**config.mk**
```make
export PLATFORM = sky130hd
export DESIGN_NAME = fixed_length_number_to_ascii
export DESIGN_NICKNAME = d
export VERILOG_FILES = /design/src/rtl/fln2a_pkg.sv /design/src/rtl/fln2a_div10.sv /design/src/rtl/fixed_length_number_to_ascii.sv
export VERILOG_INCLUDE_DIRS = /design/src /design/src/rtl
export SDC_FILE = /design/constraint.sdc
export NUM_CORES = 1
export LEC_CHECK = 0
export BUFFER_PORTS_ARGS = -buffer_cell sky130_fd_sc_hd__buf_2
export CAP_MARGIN = 20
export CORE_AREA = 2 2 248 274
export DETAILED_ROUTE_END_ITERATION = 10
export DIE_AREA = 0 0 250 276
export SLEW_MARGIN = 20
export SYNTH_ARGS = -nofsm -noshare
export SYNTH_HDL_FRONTEND = slang
export SYNTH_SLANG_ARGS = --single-unit
export TNS_END_PERCENT = 100
```
**constraint.sdc**
```tcl
create_clock -name clk_i -period 19.6 [get_ports clk_i]
set_input_delay 1.96 -clock clk_i [delete_from_list [all_inputs] [get_ports clk_i]]
set_output_delay 1.96 -clock clk_i [all_outputs]
set_load 0.01 [all_outputs]
```
**src/rtl/assert_macros.svh**
```systemverilog
// Assertion helper macros shared by the RTL that carries checks.
// Depends on nothing; each macro expects clk_i and rst_ni in scope.
`ifndef ASSERT_MACROS_SVH
`define ASSERT_MACROS_SVH

// Hold prop on every clock edge outside reset.
`define ASSERT_ALWAYS(label, prop, msg) \
  label: assert property (@(posedge clk_i) disable iff (!rst_ni) (prop)) else $error(msg);

// Hold cons whenever ante holds on the same edge.
`define ASSERT_IMPLIES(label, ante, cons, msg) \
  label: assert property (@(posedge clk_i) disable iff (!rst_ni) (ante) |-> (cons)) \
    else $error(msg);

// Hold cons on the edge after ante holds.
`define ASSERT_NEXT(label, ante, cons, msg) \
  label: assert property (@(posedge clk_i) disable iff (!rst_ni) (ante) |=> (cons)) \
    else $error(msg);

`endif

```
**src/rtl/fln2a_pkg.sv**
```systemverilog
// Shared types, constants and helpers for the number-to-ASCII formatter.
// No dependencies.
package fln2a_pkg;

  typedef enum logic [1:0] {
    MODE_UDEC = 2'd0,
    MODE_SDEC = 2'd1,
    MODE_HEX  = 2'd2,
    MODE_BIN  = 2'd3
  } mode_e;

  typedef enum logic [1:0] {
    S_IDLE,
    S_DIV,
    S_SIGN,
    S_DIGIT
  } state_e;

  localparam int unsigned DEC_DIGITS = 10;
  localparam int unsigned DEC_WORD_W = 4 * DEC_DIGITS;

  // Digit positions available in each mode, as 7-bit position values
  localparam logic [6:0] NATIVE_DEC = 7'd10;
  localparam logic [6:0] NATIVE_HEX = 7'd8;
  localparam logic [6:0] NATIVE_BIN = 7'd32;

  // floor(x / 10) == (x * RECIP_10) >> RECIP_SHIFT for every 32-bit x
  localparam logic [31:0] RECIP_10    = 32'hCCCC_CCCD;
  localparam int unsigned RECIP_SHIFT = 35;

  localparam logic [6:0] CHAR_ZERO  = 7'h30;
  localparam logic [6:0] CHAR_A     = 7'h41;
  localparam logic [6:0] CHAR_PLUS  = 7'h2B;
  localparam logic [6:0] CHAR_MINUS = 7'h2D;

  function automatic logic [6:0] digit_char(input logic [3:0] d);
    logic [6:0] ch;
    if (d < 4'd10) begin
      ch = CHAR_ZERO + {3'b000, d};
    end else begin
      ch = CHAR_A + {3'b000, d} - 7'd10;
    end
    return ch;
  endfunction

endpackage

```
**src/rtl/fln2a_div10.sv**
```systemverilog
// Iterative divide-by-ten unit: peels ten decimal digits off a 32-bit value.
// Depends on fln2a_pkg. Each digit takes a multiply step, then a subtract step.
module fln2a_div10 (
  input  logic                              clk_i,
  input  logic                              rst_ni,
  input  logic                              start_i,
  input  logic [31:0]                       value_i,
  output logic                              busy_o,
  output logic [fln2a_pkg::DEC_WORD_W-1:0]  digits_o
);

  localparam logic [3:0] LAST_STEP = 4'(fln2a_pkg::DEC_DIGITS - 1);

  logic        busy_q, busy_d;
  logic        phase_q, phase_d;
  logic [3:0]  step_q, step_d;
  logic [31:0] value_q;
  logic [63:0] prod_q;
  logic [fln2a_pkg::DEC_WORD_W-1:0] digits_q;
  logic [31:0] quot;
  logic [31:0] rem;

  always_comb begin
    quot = 32'(prod_q[63:fln2a_pkg::RECIP_SHIFT]);
    rem  = value_q - {quot[28:0], 3'b000} - {quot[30:0], 1'b0};
  end

  always_comb begin
    busy_d  = busy_q;
    phase_d = phase_q;
    step_d  = step_q;
    if (start_i) begin
      busy_d  = 1'b1;
      phase_d = 1'b0;
      step_d  = '0;
    end else if (busy_q) begin
      phase_d = ~phase_q;
      if (phase_q) begin
        step_d = step_q + 4'd1;
        if (step_q == LAST_STEP) begin
          busy_d = 1'b0;
        end
      end
    end
  end

  always_ff @(posedge clk_i or negedge rst_ni) begin
    if (!rst_ni) begin
      busy_q  <= 1'b0;
      phase_q <= 1'b0;
      step_q  <= '0;
    end else begin
      busy_q  <= busy_d;
      phase_q <= phase_d;
      step_q  <= step_d;
    end
  end

  // Digits enter at the top, so the least significant one ends at the bottom
  always_ff @(posedge clk_i) begin
    if (start_i) begin
      value_q <= value_i;
    end else if (busy_q && !phase_q) begin
      prod_q <= {32'b0, value_q} * {32'b0, fln2a_pkg::RECIP_10};
    end else if (busy_q && phase_q) begin
      value_q  <= quot;
      digits_q <= {rem[3:0], digits_q[fln2a_pkg::DEC_WORD_W-1:4]};
    end
  end

  assign busy_o   = busy_q;
  assign digits_o = digits_q;

endmodule

```
**src/rtl/fixed_length_number_to_ascii.sv**
```systemverilog
// Hex and binary modes with a nonzero count go from idle straight to the digit state;
// decimal modes first run digit extraction (ten digits on the divide-by-ten unit, each a
// multiply step and then a subtract step) and then hand over to the sign or digit state,
// or back to idle in unsigned mode with a zero count. Sequential: a new number is accepted
// only when the sequencer is back in idle, and a stalled output port holds the sequencer.
// Reset clears the sequencer, divide-unit control and output valid flag only; no memory is cleared.
// Depends on fln2a_pkg, fln2a_div10 and assert_macros.svh.
`include "assert_macros.svh"

module fixed_length_number_to_ascii #(
  parameter int unsigned MAX_DIGITS = 32
) (
  input  logic        clk_i,
  input  logic        rst_ni,
  input  logic        in_valid_i,
  output logic        in_ready_o,
  input  logic [1:0]  command_i,
  input  logic [31:0] number_i,
  input  logic [5:0]  digit_count_i,
  input  logic [2:0]  start_line_i,
  input  logic [4:0]  start_column_i,
  output logic        out_valid_o,
  input  logic        out_ready_i,
  output logic [6:0]  char_code_o,
  output logic [2:0]  out_line_o,
  output logic [5:0]  out_column_o,
  output logic        last_o
);

  // Count width: wide enough to hold MAX_DIGITS itself
  localparam int unsigned CW = $clog2(MAX_DIGITS + 1);

  fln2a_pkg::state_e state_q, state_d;

  // Per-transaction context, loaded on input accept
  fln2a_pkg::mode_e mode_q;
  logic [31:0]      mag_q;
  logic             neg_q;
  logic [CW-1:0]    pos_q;
  logic [2:0]       line_q;
  logic [5:0]       col_q;

  // Output register
  logic       out_valid_q;
  logic [6:0] char_q;
  logic [2:0] oline_q;
  logic [5:0] ocol_q;
  logic       last_q;

  logic          in_fire;
  logic          is_dec_in;
  logic          neg_in;
  logic [31:0]   mag_in;
  logic [CW-1:0] count_sat;
  logic          div_start;
  logic          div_busy;
  logic [fln2a_pkg::DEC_WORD_W-1:0] dec_word;
  logic          out_free;
  logic          emit;
  logic [6:0]    emit_char;
  logic          emit_last;
  logic [CW-1:0] p;
  logic [6:0]    p7;
  logic [3:0]    dsel;

  // Magnitude: negate a negative value in signed mode (most negative wraps to 2^31)
  assign neg_in    = (command_i == fln2a_pkg::MODE_SDEC) && number_i[31];
  assign mag_in    = neg_in ? (32'd0 - number_i) : number_i;
  assign is_dec_in = (command_i == fln2a_pkg::MODE_UDEC) || (command_i == fln2a_pkg::MODE_SDEC);
  assign count_sat = ({1'b0, digit_count_i} > 7'(MAX_DIGITS)) ? CW'(MAX_DIGITS)
                                                              : CW'(digit_count_i);

  assign in_ready_o = (state_q == fln2a_pkg::S_IDLE);
  assign in_fire    = in_valid_i && in_ready_o;
  assign div_start  = in_fire && is_dec_in;
  assign out_free   = !out_valid_q || out_ready_i;

  fln2a_div10 u_div10 (
    .clk_i    (clk_i),
    .rst_ni   (rst_ni),
    .start_i  (div_start),
    .value_i  (mag_in),
    .busy_o   (div_busy),
    .digits_o (dec_word)
  );

  // Digit position being shown, counted from the least significant digit.
  // Positions past the native width of the mode read as zero.
  always_comb begin
    p    = pos_q - CW'(1);
    p7   = 7'(p);
    dsel = 4'd0;
    unique case (mode_q)
      fln2a_pkg::MODE_HEX: begin
        if (p7 < fln2a_pkg::NATIVE_HEX) begin
          dsel = 4'(mag_q >> {p7[2:0], 2'b00});
        end
      end
      fln2a_pkg::MODE_BIN: begin
        if (p7 < fln2a_pkg::NATIVE_BIN) begin
          dsel = {3'b000, mag_q[p7[4:0]]};
        end
      end
      fln2a_pkg::MODE_UDEC, fln2a_pkg::MODE_SDEC: begin
        if (p7 < fln2a_pkg::NATIVE_DEC) begin
          dsel = 4'(dec_word >> {p7[3:0], 2'b00});
        end
      end
      default: dsel = 4'd0;
    endcase
  end

  // Sequencer: idle -> (extract digits) -> (sign) -> (digits) -> idle
  always_comb begin
    state_d   = state_q;
    emit      = 1'b0;
    emit_char = fln2a_pkg::CHAR_ZERO;
    emit_last = 1'b0;
    unique case (state_q)
      fln2a_pkg::S_IDLE: begin
        if (in_valid_i) begin
          if (is_dec_in) begin
            state_d = fln2a_pkg::S_DIV;
          end else if (count_sat != '0) begin
            state_d = fln2a_pkg::S_DIGIT;
          end
        end
      end
      fln2a_pkg::S_DIV: begin
        if (!div_busy) begin
          if (mode_q == fln2a_pkg::MODE_SDEC) begin
            state_d = fln2a_pkg::S_SIGN;
          end else if (pos_q != '0) begin
            state_d = fln2a_pkg::S_DIGIT;
          end else begin
            state_d = fln2a_pkg::S_IDLE;
          end
        end
      end
      fln2a_pkg::S_SIGN: begin
        emit_char = neg_q ? fln2a_pkg::CHAR_MINUS : fln2a_pkg::CHAR_PLUS;
        emit_last = (pos_q == '0);
        if (out_free) begin
          emit    = 1'b1;
          state_d = emit_last ? fln2a_pkg::S_IDLE : fln2a_pkg::S_DIGIT;
        end
      end
      fln2a_pkg::S_DIGIT: begin
        emit_char = fln2a_pkg::digit_char(dsel);
        emit_last = (pos_q == CW'(1));
        if (out_free) begin
          emit = 1'b1;
          if (emit_last) begin
            state_d = fln2a_pkg::S_IDLE;
          end
        end
      end
      default: state_d = fln2a_pkg::S_IDLE;
    endcase
  end

  always_ff @(posedge clk_i or negedge rst_ni) begin
    if (!rst_ni) begin
      state_q     <= fln2a_pkg::S_IDLE;
      out_valid_q <= 1'b0;
    end else begin
      state_q <= state_d;
      if (emit) begin
        out_valid_q <= 1'b1;
      end else if (out_ready_i) begin
        out_valid_q <= 1'b0;
      end
    end
  end

  // Context and output payload: no reset needed
  always_ff @(posedge clk_i) begin
    if (in_fire) begin
      mode_q <= fln2a_pkg::mode_e'(command_i);
      mag_q  <= mag_in;
      neg_q  <= neg_in;
      pos_q  <= count_sat;
      line_q <= start_line_i;
      col_q  <= {1'b0, start_column_i};
    end else if (emit) begin
      col_q <= col_q + 6'd1;
      if (state_q == fln2a_pkg::S_DIGIT) begin
        pos_q <= pos_q - CW'(1);
      end
    end
    if (emit) begin
      char_q  <= emit_char;
      oline_q <= line_q;
      ocol_q  <= col_q;
      last_q  <= emit_last;
    end
  end

  assign out_valid_o  = out_valid_q;
  assign char_code_o  = char_q;
  assign out_line_o   = oline_q;
  assign out_column_o = ocol_q;
  assign last_o       = last_q;

  // A character that is not the last means the run is still being produced
  `ASSERT_IMPLIES(a_run_open, out_valid_o && out_ready_i && !last_o, state_q == fln2a_pkg::S_SIGN || state_q == fln2a_pkg::S_DIGIT, "non-final character with sequencer idle")
  // The divide unit only runs while the sequencer waits for it
  `ASSERT_IMPLIES(a_div_idle, in_ready_o, !div_busy, "divide unit busy while idle")
  // The digit state always has at least one digit left
  `ASSERT_ALWAYS(a_pos_nonzero, state_q != fln2a_pkg::S_DIGIT || pos_q != '0, "digit state with no digits left")
  // Characters of one run follow back to back at consecutive columns
  `ASSERT_NEXT(a_col_step, out_valid_o && out_ready_i && !last_o, out_valid_o && out_column_o == $past(out_column_o) + 6'd1, "column did not advance by one")

endmodule

```
==> qor.csv, run 1 <==
stage,metric,value,unit
worst_setup_path,cp-end-kind,flip-flop,
clock_tree,hold_buffers,0,
synth,synth_top_area_share,30.9,%
place,port_buffers,70,
clock_tree,cts_root_buf,clkbuf_16,
grt,grt_overflow_total,0,
floorplan,rows,99,
route,wl,71.7,mm
synth,ys_ff_latch,177,
sta,final.setup.tns,0,ns
sta,period_share,43.4,%
clock_tree,cts_tree,yes,
clock_tree,post_cts_resized,0,
floorplan,die_area,0.0690,mm^2
synth,avgSynthCellArea,10.8,um^2
status,status,finished clean,
route,vias,16900,
place,dpl.cell_count,3214,
synth,synth_edf_count,167,
grt,grt_pass1_wl,110,mm
run,cap_viol_max_count,0,
cells_and_area,n_fill_cell,6439,
place,place_hpwl,62.6,mm
sta,fin_crit,8.51,ns
grt,first_global_vias,18200,
cells_and_area,layout.nets,3171,
route,antenna_left,0,
synth,synth_cell_types,75,
synth,synthArstFlopShare,5.08,%
sta,setup_viol,0,
sta,clock_skew,0.0216,ns
sta,hold_violations,0,
cells_and_area,insertedDiodeCount,0,
route,routedWlPerCell,22.1,um
synth,ys_seq_area_share,21.0,%
floorplan,die_h,276,um
sta,slew_headroom,25.7,%
synth,synth_area_leaders,"fa_1 (31%), edfxtp_1 (20%), ha_1 (18%), inv_1 (8.3%), nand2_1 (2.5%)",
worst_hold_path,min_path_type,reg -> reg,
grt,grt.total_usage,21.2,%
synth,yosysWarnings,0,
cells_and_area,postLayoutCoreUtil,40.7,%
route,avgViaCountPerCell,5.20,
synth,synth_flop_cell,edfxtp_1,
place,gp_congestion,0.995,
synth,yosysTopAreaCell,fa_1,
clock_tree,clk_pin_slew,0.09,ns
worst_setup_path,cp_max_fo,9,
synth,syn-num-nets,3115,
cells_and_area,drive_gt1_share,6.61,%
floorplan,core,0.0661,mm^2
synth,synth_area,0.0250,mm^2
floorplan,start_util,37.8,%
cells_and_area,syn_to_final_growth,7.77,%
sta,fmaxAchievable,117,MHz
route,drtIter0Drc,1489,
clock_tree,clk_latency,0.46,ns
worst_setup_path,cp_data_required_time,19.77,ns
route,drc_errors,0,
clock_tree,htreeDepth,4,
clock_tree,cts_buffer_depth,2,
grt,grt_max_degree,56,
route,first_pass_iters,6,
synth,synth_cells,2320,
sta,slew_violations,0,
worst_setup_path,crit_arrival,8.68,ns
floorplan,fp.dieW,250,um
clock_tree,numCtsBuffers,17,
sta,worst_pin_slew,1.09,ns
clock_tree,clock_sinks,177,
floorplan,io-pin-count,71,
grt,antenna_found_initial,0,
sta,rsz0062_at_grt,no,
worst_setup_path,critPathLaunchType,flip-flop,
cells_and_area,instances_no_fill,3247,
clock_tree,cts_setup_buffers,0,
worst_setup_path,critPathKind,reg -> reg,
-- path summary, 6_finish.rpt --
check / startpoint / endpoint / slack (ns) / cells after the start
max reg2reg: u_div10.value_q[13] / u_div10.prod_q[52] / 11.09 / 21
max: u_div10.value_q[13] / u_div10.prod_q[52] / 11.09 / 21
max in group asynchronous: rst_ni / state_q[0] / 18.05 / 1
min: line_q[2] / out_line_o[2] / 0.43 / 0
min in group asynchronous: rst_ni / u_div10.phase_q / 1.36 / 1
min reg2reg: line_q[2] / out_line_o[2] / 0.43 / 0
-- cell usage in the layout, fill, tap and decap left out, types with 6 or more instances in the layout --
cell,instances
xor2_1,61
ha_1,357
xnor2_1,58
inv_1,551
nor2b_1,10
nand2b_1,9
and2_1,16
o21bai_1,10
o31ai_1,8
nor2_1,62
buf_4,8
nor4_1,6
a21o_1,45
nor3_1,27
edfxtp_1,167
nand4_1,14
a211oi_1,10
o211ai_1,6
nand3_1,27
mux4_2,26
a21oi_1,79
o21ai_0,48
nand3b_1,6
fa_1,386
buf_2,70
and3_1,8
a31oi_1,15
dfrtp_1,9
mux2_2,6
clkbuf_16,17
nand2_1,169
-- stage by stage --
stage | instance area, um^2 | hold slack (ns) | setup slack (ns)
3_3_place_gp | 26300 | 0.403 | 11.33
3_5_place_dp | 26300 | 0.414 | 11.30
4_1_cts | 26900 | 0.431 | 11.24
5_1_grt | 26900 | 0.435 | 10.84
6_report | 26900 | 0.428 | 11.09
2_1_floorplan | 25000 | 0.400 | 12.74
-- sequential cells by signal, summed over array words and instances (netlist names), 4 cells and up --
name,count
u_div10.digits_o,40
out_column_o,6
u_div10.prod_q,29
mag_q,32
u_div10.step_q,4
pos_q,6
col_q,6
u_div10.value_q,32
char_code_o,7
-- layout make-up --
| type | count | area, um^2 | share of cell area [%] |
|---|---|---|---|
| sequential | 177 | 5260 | 19.5 |
| clock inverter | 13 | 146 | 0.543 |
| clock buffer | 19 | 433 | 1.61 |
| tap | 858 | 1070 | 3.99 |
| timing repair buffer | 79 | 438 | 1.63 |
| inverter | 552 | 2070 | 7.69 |
| multi-input combinational | 1549 | 17500 | 65.0 |
-- Yosys cell counts, types with 4 or more instances --
| cell | number |
|---|---|
| fa_1 | 386 |
| nand2b_1 | 10 |
| buf_2 | 4 |
| o41ai_1 | 4 |
| a211oi_1 | 10 |
| inv_1 | 551 |
| mux2_2 | 6 |
| nand4_1 | 14 |
| nand2_1 | 169 |
| mux2i_1 | 5 |
| nor3_1 | 27 |
| nor2b_1 | 10 |
| o2bb2ai_1 | 4 |
| o211ai_1 | 6 |
| a21o_1 | 45 |
| nand3b_1 | 6 |
| o21bai_1 | 10 |
| clkbuf_1 | 34 |
| and2_1 | 16 |
| o21ai_0 | 48 |
| dfrtp_1 | 9 |
| a21oi_1 | 79 |
| a31oi_1 | 15 |
| nor4_1 | 6 |
| or4_1 | 4 |
| mux4_2 | 26 |
| and3_1 | 8 |
| nand3_1 | 27 |
| a2111oi_0 | 5 |
| o31ai_1 | 8 |
| ha_1 | 357 |
| xor2_1 | 61 |
| edfxtp_1 | 167 |
| nor2_1 | 64 |
| xnor2_1 | 58 |
| or3_1 | 4 |
-- layer usage --
layer  vias to the layer above  GRT usage [%]  share of wire [%]
met3                       100           2.44                3.6
met4                         0           8.05                4.2
li1                       7662              -                  -
met1                      8673           27.0                 42
met2                       457           37.1                 51
met5                         -              0                  0
-- cell families after synthesis --
logic type	after synthesis	share of synthesized area [%]
buffers and inverters	594	8.98
AO/OA/AOI/OAI	269	7.01
adder cells (fa/ha/maj)	743	48.8
multiplexers	37	2.81
XOR/XNOR	120	4.23
flip-flops	177	21.0
AND/OR/NAND/NOR	380	7.13
-- critical path: stages (launching register included) --
cell	delay (ns)
edfxtp_1	0.49
ha_1	0.44
inv_1	0.22
fa_1	0.57
inv_1	0.05
fa_1	0.50
inv_1	0.06
fa_1	0.49
inv_1	0.05
fa_1	0.57
fa_1	0.44
fa_1	0.51
fa_1	0.41
ha_1	0.45
nand4_1	0.27
nor4_1	0.39
nand4_1	0.15
o32ai_1	0.68
o31ai_2	0.24
nor3_1	0.51
nor2_1	0.18
o311ai_0	0.52
Power of run 1 is left out: the tool's default activity adds up to more than one toggle a clock period on the data nets, which glitch-free logic cannot reach.
==> run 2, diff against run 1 <==
--- a/config.mk
+++ b/config.mk
@@ -6,11 +6,12 @@
 export SDC_FILE = /design/constraint.sdc
 export NUM_CORES = 1
 export LEC_CHECK = 0
+export ABC_AREA = 1
 export BUFFER_PORTS_ARGS = -buffer_cell sky130_fd_sc_hd__buf_2
 export CAP_MARGIN = 20
-export CORE_AREA = 2 2 248 274
+export CORE_AREA = 2 2 255 282
 export DETAILED_ROUTE_END_ITERATION = 10
-export DIE_AREA = 0 0 250 276
+export DIE_AREA = 0 0 257 284
 export SLEW_MARGIN = 20
 export SYNTH_ARGS = -nofsm -noshare
 export SYNTH_HDL_FRONTEND = slang
==> constraint.sdc (replaced) <==
create_clock -name clk_i -period 6.85 [get_ports clk_i]
set_input_delay 0.685 -clock clk_i [delete_from_list [all_inputs] [get_ports clk_i]]
set_output_delay 0.685 -clock clk_i [all_outputs]
set_load 0.01 [all_outputs]
==> run 2 against run 1 <==
First-iteration DRC count is 15% higher; sequential share of layout area is 2.1 points lower; global-route usage is 2.7 points higher; die area is 5.8% higher; worst hold slack worse by 0.39 ns; clock-buffer cell count is 1 lower; fmax is 27% higher; via count is 21% higher; critical endpoint is now u_div10.prod_q[62].
==> qor.csv, run 2 <==
stage,metric,value,unit,change
grt,antenna_found_initial,1,,was 0
grt,grt_max_degree,59,,was 56
cells_and_area,n_fill_cell,6869,,was 6439
run,cap_viol_max_count,0,,unchanged
clock_tree,htreeDepth,4,,unchanged
worst_setup_path,ff2ff_path_depth,24,,was 21
grt,grt.total_usage,23.9,%,was 21.2%
synth,synthArstFlopShare,5.08,%,unchanged
route,avgViaCountPerCell,4.95,,was 5.20
clock_tree,cts_tree,yes,,unchanged
clock_tree,hold_buffers,0,,unchanged
place,place_hpwl,74.4,mm,was 62.6 mm
synth,ys_seq_area_share,19.9,%,was 21.0%
synth,synth_edf_count,167,,unchanged
route,wl,84.4,mm,was 71.7 mm
synth,syn-num-nets,3713,,was 3115
sta,final.setup.tns,0,ns,unchanged
worst_setup_path,cp_data_required_time,7.10,ns,was 19.77 ns
cells_and_area,layout_common_cells,"inv_1 (745), nand2_1 (465), fa_1 (386), ha_1 (349), buf_4 (206)",,"was inv_1 (551), fa_1 (386), ha_1 (357), nand2_1 (169), edfxtp_1 (167)"
sta,hold_violations,0,,unchanged
worst_setup_path,crit_arrival,6.95,ns,was 8.68 ns
synth,synth_area_leaders,"fa_1 (29%), edfxtp_1 (19%), ha_1 (17%), inv_1 (11%), nand2_1 (6.6%)",,"was fa_1 (31%), edfxtp_1 (20%), ha_1 (18%), inv_1 (8.3%), nand2_1 (2.5%)"
synth,ys_top_cells_by_count,"inv_1 (747), nand2_1 (465), fa_1 (386)",,"was inv_1 (551), fa_1 (386), ha_1 (357)"
cells_and_area,layout_commonest_cell,inv_1,,unchanged
grt,grt_overflow_total,0,,unchanged
synth,yosysTopAreaCell,fa_1,,unchanged
clock_tree,cts_buffer_depth,2,,unchanged
worst_setup_path,crit_buf_inv,4,,unchanged
synth,yosysWarnings,0,,unchanged
place,port_buffers,70,,unchanged
cells_and_area,instances_no_fill,4131,,was 3247
synth,synth_cells,2918,,was 2320
grt,grt_pass1_wl,130,mm,was 110 mm
worst_hold_path,min_path_type,in -> async,,was reg -> reg
route,first_pass_iters,6,,unchanged
route,vias,20400,,was 16900
synth,synth_most_common_cell,inv_1,,unchanged
floorplan,io-pin-count,71,,unchanged
clock_tree,clk_latency,0.50,ns,was 0.46 ns
worst_setup_path,crit_top_cell,fa_1,,unchanged
worst_setup_path,slowest_delay,0.63,ns,was 0.68 ns
sta,fin_crit,6.70,ns,was 8.51 ns
place,dpl.cell_count,4092,,was 3214
worst_setup_path,slowest_stage,fa_1,,was o32ai_1
clock_tree,clk_pin_slew,0.09,ns,about the same
synth,synth_flop_cell,edfxtp_1,,unchanged
clock_tree,clock_sinks,177,,unchanged
place,gp_congestion,0.977,,was 0.995
place,place_area,0.0294,mm^2,was 0.0263 mm^2
sta,clock_skew,0.0293,ns,was 0.0216 ns
worst_setup_path,critPathLaunchType,flip-flop,,unchanged
worst_setup_path,crit_path_cell_trace,ha_2 -> buf_4 -> xor2_1 -> ha_1 -> o21bai_1 -> fa_1 -> inv_1 -> fa_1 -> inv_1 -> fa_1 -> fa_1 -> fa_1 -> fa_1 -> ha_1 -> a21oi_1 -> o21ai_0 -> a21oi_1 -> inv_1 -> a31oi_1 -> o21ai_1 -> nand3_1 -> nand2_1 -> nand2_1 -> nand2_1,,was ha_1 -> inv_1 -> fa_1 -> inv_1 -> fa_1 -> inv_1 -> fa_1 -> inv_1 -> fa_1 -> fa_1 -> fa_1 -> fa_1 -> ha_1 -> nand4_1 -> nor4_1 -> nand4_1 -> o32ai_1 -> o31ai_2 -> nor3_1 -> nor2_1 -> o311ai_0
worst_setup_path,cp_max_fo,6,,was 9
grt,first_global_vias,21600,,was 18200
sta,fmaxAchievable,149,MHz,was 117 MHz
floorplan,start_util,37.8,%,about the same
cells_and_area,syn_to_final_growth,13.7,%,was 7.77%
cells_and_area,largest_reg_flops,40,,unchanged
cells_and_area,fin_area,0.0301,mm^2,was 0.0269 mm^2
cells_and_area,layout.nets,3977,,was 3171
worst_setup_path,critPathTopFamily,adder cells,,unchanged
worst_setup_path,critPathKind,reg -> reg,,unchanged
sta,setup_viol,0,,unchanged
worst_setup_path,cp-end-kind,flip-flop,,unchanged
cells_and_area,insertedDiodeCount,0,,unchanged
sta,worst_pin_slew,1.04,ns,was 1.09 ns
sta,slew_violations,0,,unchanged
route,drc_errors,0,,unchanged
synth,avgSynthCellArea,9.08,um^2,was 10.8 um^2
worst_setup_path,worst-path-stages,24,,was 21
cells_and_area,drive_gt1_share,11.8,%,was 6.61%
synth,synth_top_area_share,29.2,%,was 30.9%
floorplan,die_h,284,um,was 276 um
floorplan,die_area,0.0730,mm^2,was 0.0690 mm^2
clock_tree,numCtsBuffers,17,,unchanged
status,status,finished clean,,unchanged
clock_tree,cts_root_buf,clkbuf_16,,unchanged
route,routedWlPerCell,20.4,um,was 22.1 um
floorplan,core,0.0701,mm^2,was 0.0661 mm^2
sta,rsz0062_at_grt,yes,,was no
sta,slew_headroom,30.6,%,was 25.7%
route,antenna_left,0,,unchanged
synth,synth_area,0.0265,mm^2,was 0.0250 mm^2
floorplan,fp.dieW,257,um,was 250 um
route,drtIter0Drc,1708,,was 1489
synth,ys_ff_latch,177,,unchanged
synth,synth_cell_types,56,,was 75
sta,period_share,97.8,%,was 43.4%
floorplan,rows,102,,was 99
-- run 2: cell count changes after synthesis, sizes merged, moves of 21 or more --
cell,previous run,this run
o21ai,50,86
mux4,26,0
clkbuf,34,13
inv,551,754
xnor2,58,24
a21o,45,21
nand3,27,143
nand2,169,471
nor2,64,173
-- run 2: routing by layer --
| layer | track usage [%] | part of all wire (%) |
|---|---|---|
| met5 | 0 | 0 |
| met3 | 2.98 | 5.1 |
| met1 | 31.1 | 43 |
| met2 | 41.8 | 49 |
| met4 | 6.47 | 2.8 |
-- run 2: cell families (layout without fill, tap and decap cells) --
kind of cell    Yosys count  in the layout  share of synthesized area (%)
xor+xnor                 91             91                           3.01
flops                   177            177                           19.9
fa+ha+maj               743            743                           46.0
compound gates          271            271                           6.06
mux                       1              1                         0.0378
buf+inv                 787           1064                           11.3
simple gates            848            848                           13.7
-- run 2: cell type report --
class | instances | area (um^2) | area share (%)
Multi-Input combinational cell | 1954 | 18400 | 61.0
Tap cell | 936 | 1170 | 3.89
Inverter | 755 | 2830 | 9.41
Timing Repair Buffer | 277 | 1920 | 6.36
Clock inverter | 14 | 150 | 0.499
Clock buffer | 18 | 429 | 1.42
Sequential cell | 177 | 5260 | 17.5
-- run 2: worst paths after layout --
kind / endpoint / startpoint / slack [ns]
worst max-delay path: u_div10.prod_q[62] / u_div10.value_q[12] / 0.15
worst min-delay path: u_div10.step_q[3] / rst_ni / 0.04
worst max register to register: u_div10.prod_q[62] / u_div10.value_q[12] / 0.15
worst min register to register: out_line_o[0] / line_q[0] / 0.43
max in group asynchronous: out_valid_o / rst_ni / 6.58
min in group clk_i: line_q[2] / start_line_i[2] / 0.38
-- run 2: stage by stage --
stage / util (%) / setup slack (ns) / hold slack [ns]
2_1_floorplan: - / 0.692 / 0.389
3_3_place_gp: 41.9 / -0.0863 / 0.403
3_5_place_dp: 41.9 / -0.0660 / 0.414
4_1_cts: 42.8 / 0.00348 / 0.0298
5_1_grt: 43.0 / -0.0531 / 0.0429
6_report: 43.0 / 0.149 / 0.0373
-- run 2: timing repair --
item / in CTS / in global routing
pin swaps: 0 / 6
resized for setup: 3 / 28
setup buffers: 0 / 7
endpoints found under the setup margin: 5 / 25
Power of run 2 is left out for the same reason.
==> run 3, diff against run 2 <==
--- a/config.mk
+++ b/config.mk
@@ -10,6 +10,7 @@
 export BUFFER_PORTS_ARGS = -buffer_cell sky130_fd_sc_hd__buf_2
 export CAP_MARGIN = 20
 export CORE_AREA = 2 2 255 282
+export CTS_CLUSTER_DIAMETER = 60
 export DETAILED_ROUTE_END_ITERATION = 10
 export DIE_AREA = 0 0 257 284
 export SLEW_MARGIN = 20
==> constraint.sdc (replaced) <==
create_clock -name clk_i -period 6.1 [get_ports clk_i]
set_input_delay 0.61 -clock clk_i [delete_from_list [all_inputs] [get_ports clk_i]]
set_output_delay 0.61 -clock clk_i [all_outputs]
set_load 0.01 [all_outputs]
==> run 3 against run 2 <==
The flow now finishes with violations (setup timing); flip-flop and latch count unchanged; die area unchanged; sequential share of layout area fell by 1.9 points; fmax up 3.6%; clock skew is 0.0038 ns lower; highest routed layer unchanged; register-to-register slack worse by 0.52 ns.
==> qor.csv, run 3 (same netlist as run 2, synthesis figures left out) <==
stage,metric,value,unit,change
status,status,"finished, violations left",,was finished clean
status,failed_checks,setup timing,,
clock_tree,cts_root_buf,clkbuf_16,,unchanged
worst_setup_path,crit_top_cell,fa_1,,unchanged
cells_and_area,layout.nets,4260,,was 3977
route,antenna_left,0,,unchanged
sta,worst_pin_slew,0.963,ns,was 1.04 ns
route,routedWlPerCell,20.0,um,was 20.4 um
clock_tree,clock_sinks,177,,unchanged
clock_tree,cts_buffer_depth,2,,unchanged
worst_setup_path,slowest_stage,fa_1,,unchanged
worst_setup_path,crit_arrival,6.73,ns,was 6.95 ns
cells_and_area,syn_to_final_growth,27.9,%,was 13.7%
grt,grt_overflow_total,0,,unchanged
sta,fin_crit,6.47,ns,was 6.70 ns
route,avgViaCountPerCell,4.93,,was 4.95
worst_setup_path,cp_max_fo,3,,was 6
place,port_buffers,70,,unchanged
floorplan,fp.dieW,257,um,unchanged
grt,grt_max_degree,59,,unchanged
floorplan,die_h,284,um,unchanged
worst_setup_path,cp-end-kind,flip-flop,,unchanged
floorplan,core,0.0701,mm^2,unchanged
cells_and_area,layout_common_cells,"inv_1 (720), buf_4 (478), nand2_1 (436), fa_1 (369), ha_1 (286)",,"was inv_1 (745), nand2_1 (465), fa_1 (386), ha_1 (349), buf_4 (206)"
sta,rsz0062_at_grt,yes,,unchanged
cells_and_area,postLayoutCoreUtil,48.4,%,was 43.0%
floorplan,start_util,37.8,%,unchanged
cells_and_area,drive_gt1_share,26.2,%,was 11.8%
place,place_hpwl,75.8,mm,was 74.4 mm
grt,grt.total_usage,24.8,%,was 23.9%
route,first_pass_iters,5,,was 6
worst_setup_path,cp_data_required_time,6.36,ns,was 7.10 ns
sta,setup_slack,-0.369,ns,was 0.149 ns
sta,setup_viol,29,,was 0
sta,hold_violations,0,,unchanged
route,drc_errors,0,,unchanged
floorplan,io-pin-count,71,,unchanged
clock_tree,cts_tree,yes,,unchanged
cells_and_area,largest_reg_flops,40,,unchanged
sta,period_share,106,%,was 97.8%
sta,fmaxAchievable,155,MHz,was 149 MHz
cells_and_area,n_fill_cell,6535,,was 6869
floorplan,die_area,0.0730,mm^2,unchanged
worst_setup_path,critPathLaunchType,flip-flop,,unchanged
worst_hold_path,min_path_type,in -> reg,,was in -> async
sta,slew_headroom,35.1,%,was 30.6%
clock_tree,clk_latency,0.49,ns,was 0.50 ns
place,gp_congestion,1.01,,was 0.977
route,drtIter0Drc,1796,,was 1708
grt,antenna_found_initial,0,,was 1
run,cap_viol_max_count,0,,unchanged
route,wl,88.3,mm,was 84.4 mm
grt,grt_pass1_wl,136,mm,was 130 mm
route,vias,21800,,was 20400
clock_tree,htreeDepth,4,,unchanged
clock_tree,numCtsBuffers,17,,unchanged
worst_setup_path,slowest_delay,0.55,ns,was 0.63 ns
sta,slew_violations,0,,unchanged
clock_tree,clk_pin_slew,0.10,ns,was 0.09 ns
worst_setup_path,critPathKind,reg -> reg,,unchanged
floorplan,rows,102,,unchanged
cells_and_area,layout_commonest_cell,inv_1,,unchanged
grt,first_global_vias,23200,,was 21600
sta,clock_skew,0.0255,ns,was 0.0293 ns
-- run 3: final cells by class --
cell class,count,area (um^2),share of cell area [%]
multi-input combinational,1954,19900,58.8
sequential,177,5260,15.5
timing repair buffer,560,4100,12.1
inverter,755,2840,8.38
tap,936,1170,3.46
clock buffer,17,425,1.26
clock inverter,15,165,0.487
antenna,2,5.00,0.0148
-- run 3: worst max-delay path, delay by kind of cell, from the launching register on --
family	cells	cell delay [ns]
buf+inv	10	0.75
fa+ha+maj	9	4.05
flops	1	0.49
simple gates	9	0.96
-- run 3: through the flow --
stage	setup TNS, ns	hold WS [ns]	setup WS [ns]	std cells	area, um^2
3_5_place_dp	-12.93	0.407	-0.583	4328	31200
2_1_floorplan	0	0.314	0.0154	2918	26500
3_3_place_gp	-12.83	0.403	-0.601	4328	31200
4_1_cts	-5.02	0.279	-0.299	4394	33100
5_1_grt	-13.48	0.284	-0.597	4414	33900
6_report	-7.13	0.310	-0.369	4416	33900
-- run 3: worst paths after layout --
path / startpoint / to / slack (ns) / cells past startpoint
hold / removal: start_line_i[1] / line_q[1] / 0.31 / 1
max in group asynchronous: rst_ni / u_div10.step_q[2] / 5.35 / 2
setup reg to reg: u_div10.value_q[18] / u_div10.prod_q[56] / -0.37 / 28
hold reg to reg: line_q[1] / out_line_o[1] / 0.42 / 0
setup / recovery: u_div10.value_q[18] / u_div10.prod_q[56] / -0.37 / 28
min in group asynchronous: rst_ni / u_div10.phase_q / 0.53 / 2
-- run 3: what timing repair did --
item,CTS,global route
endpoints found under the hold margin,9,0
pin swaps,60,68
setup endpoints to repair,29,29
setup buffers,34,21
resized for setup,202,158
hold buffers,1,0
-- run 3: routing by layer --
layer,vias to the layer above,track usage [%],part of all wire [%],routed length (um)
met5,-,0,0,0
met4,0,9.53,4.9,4320
met3,196,4.20,6.3,5570
met2,719,42.6,49,42800
met1,10700,31.0,40,35500
li1,10200,-,-,-
Power of run 3 is left out for the same reason.
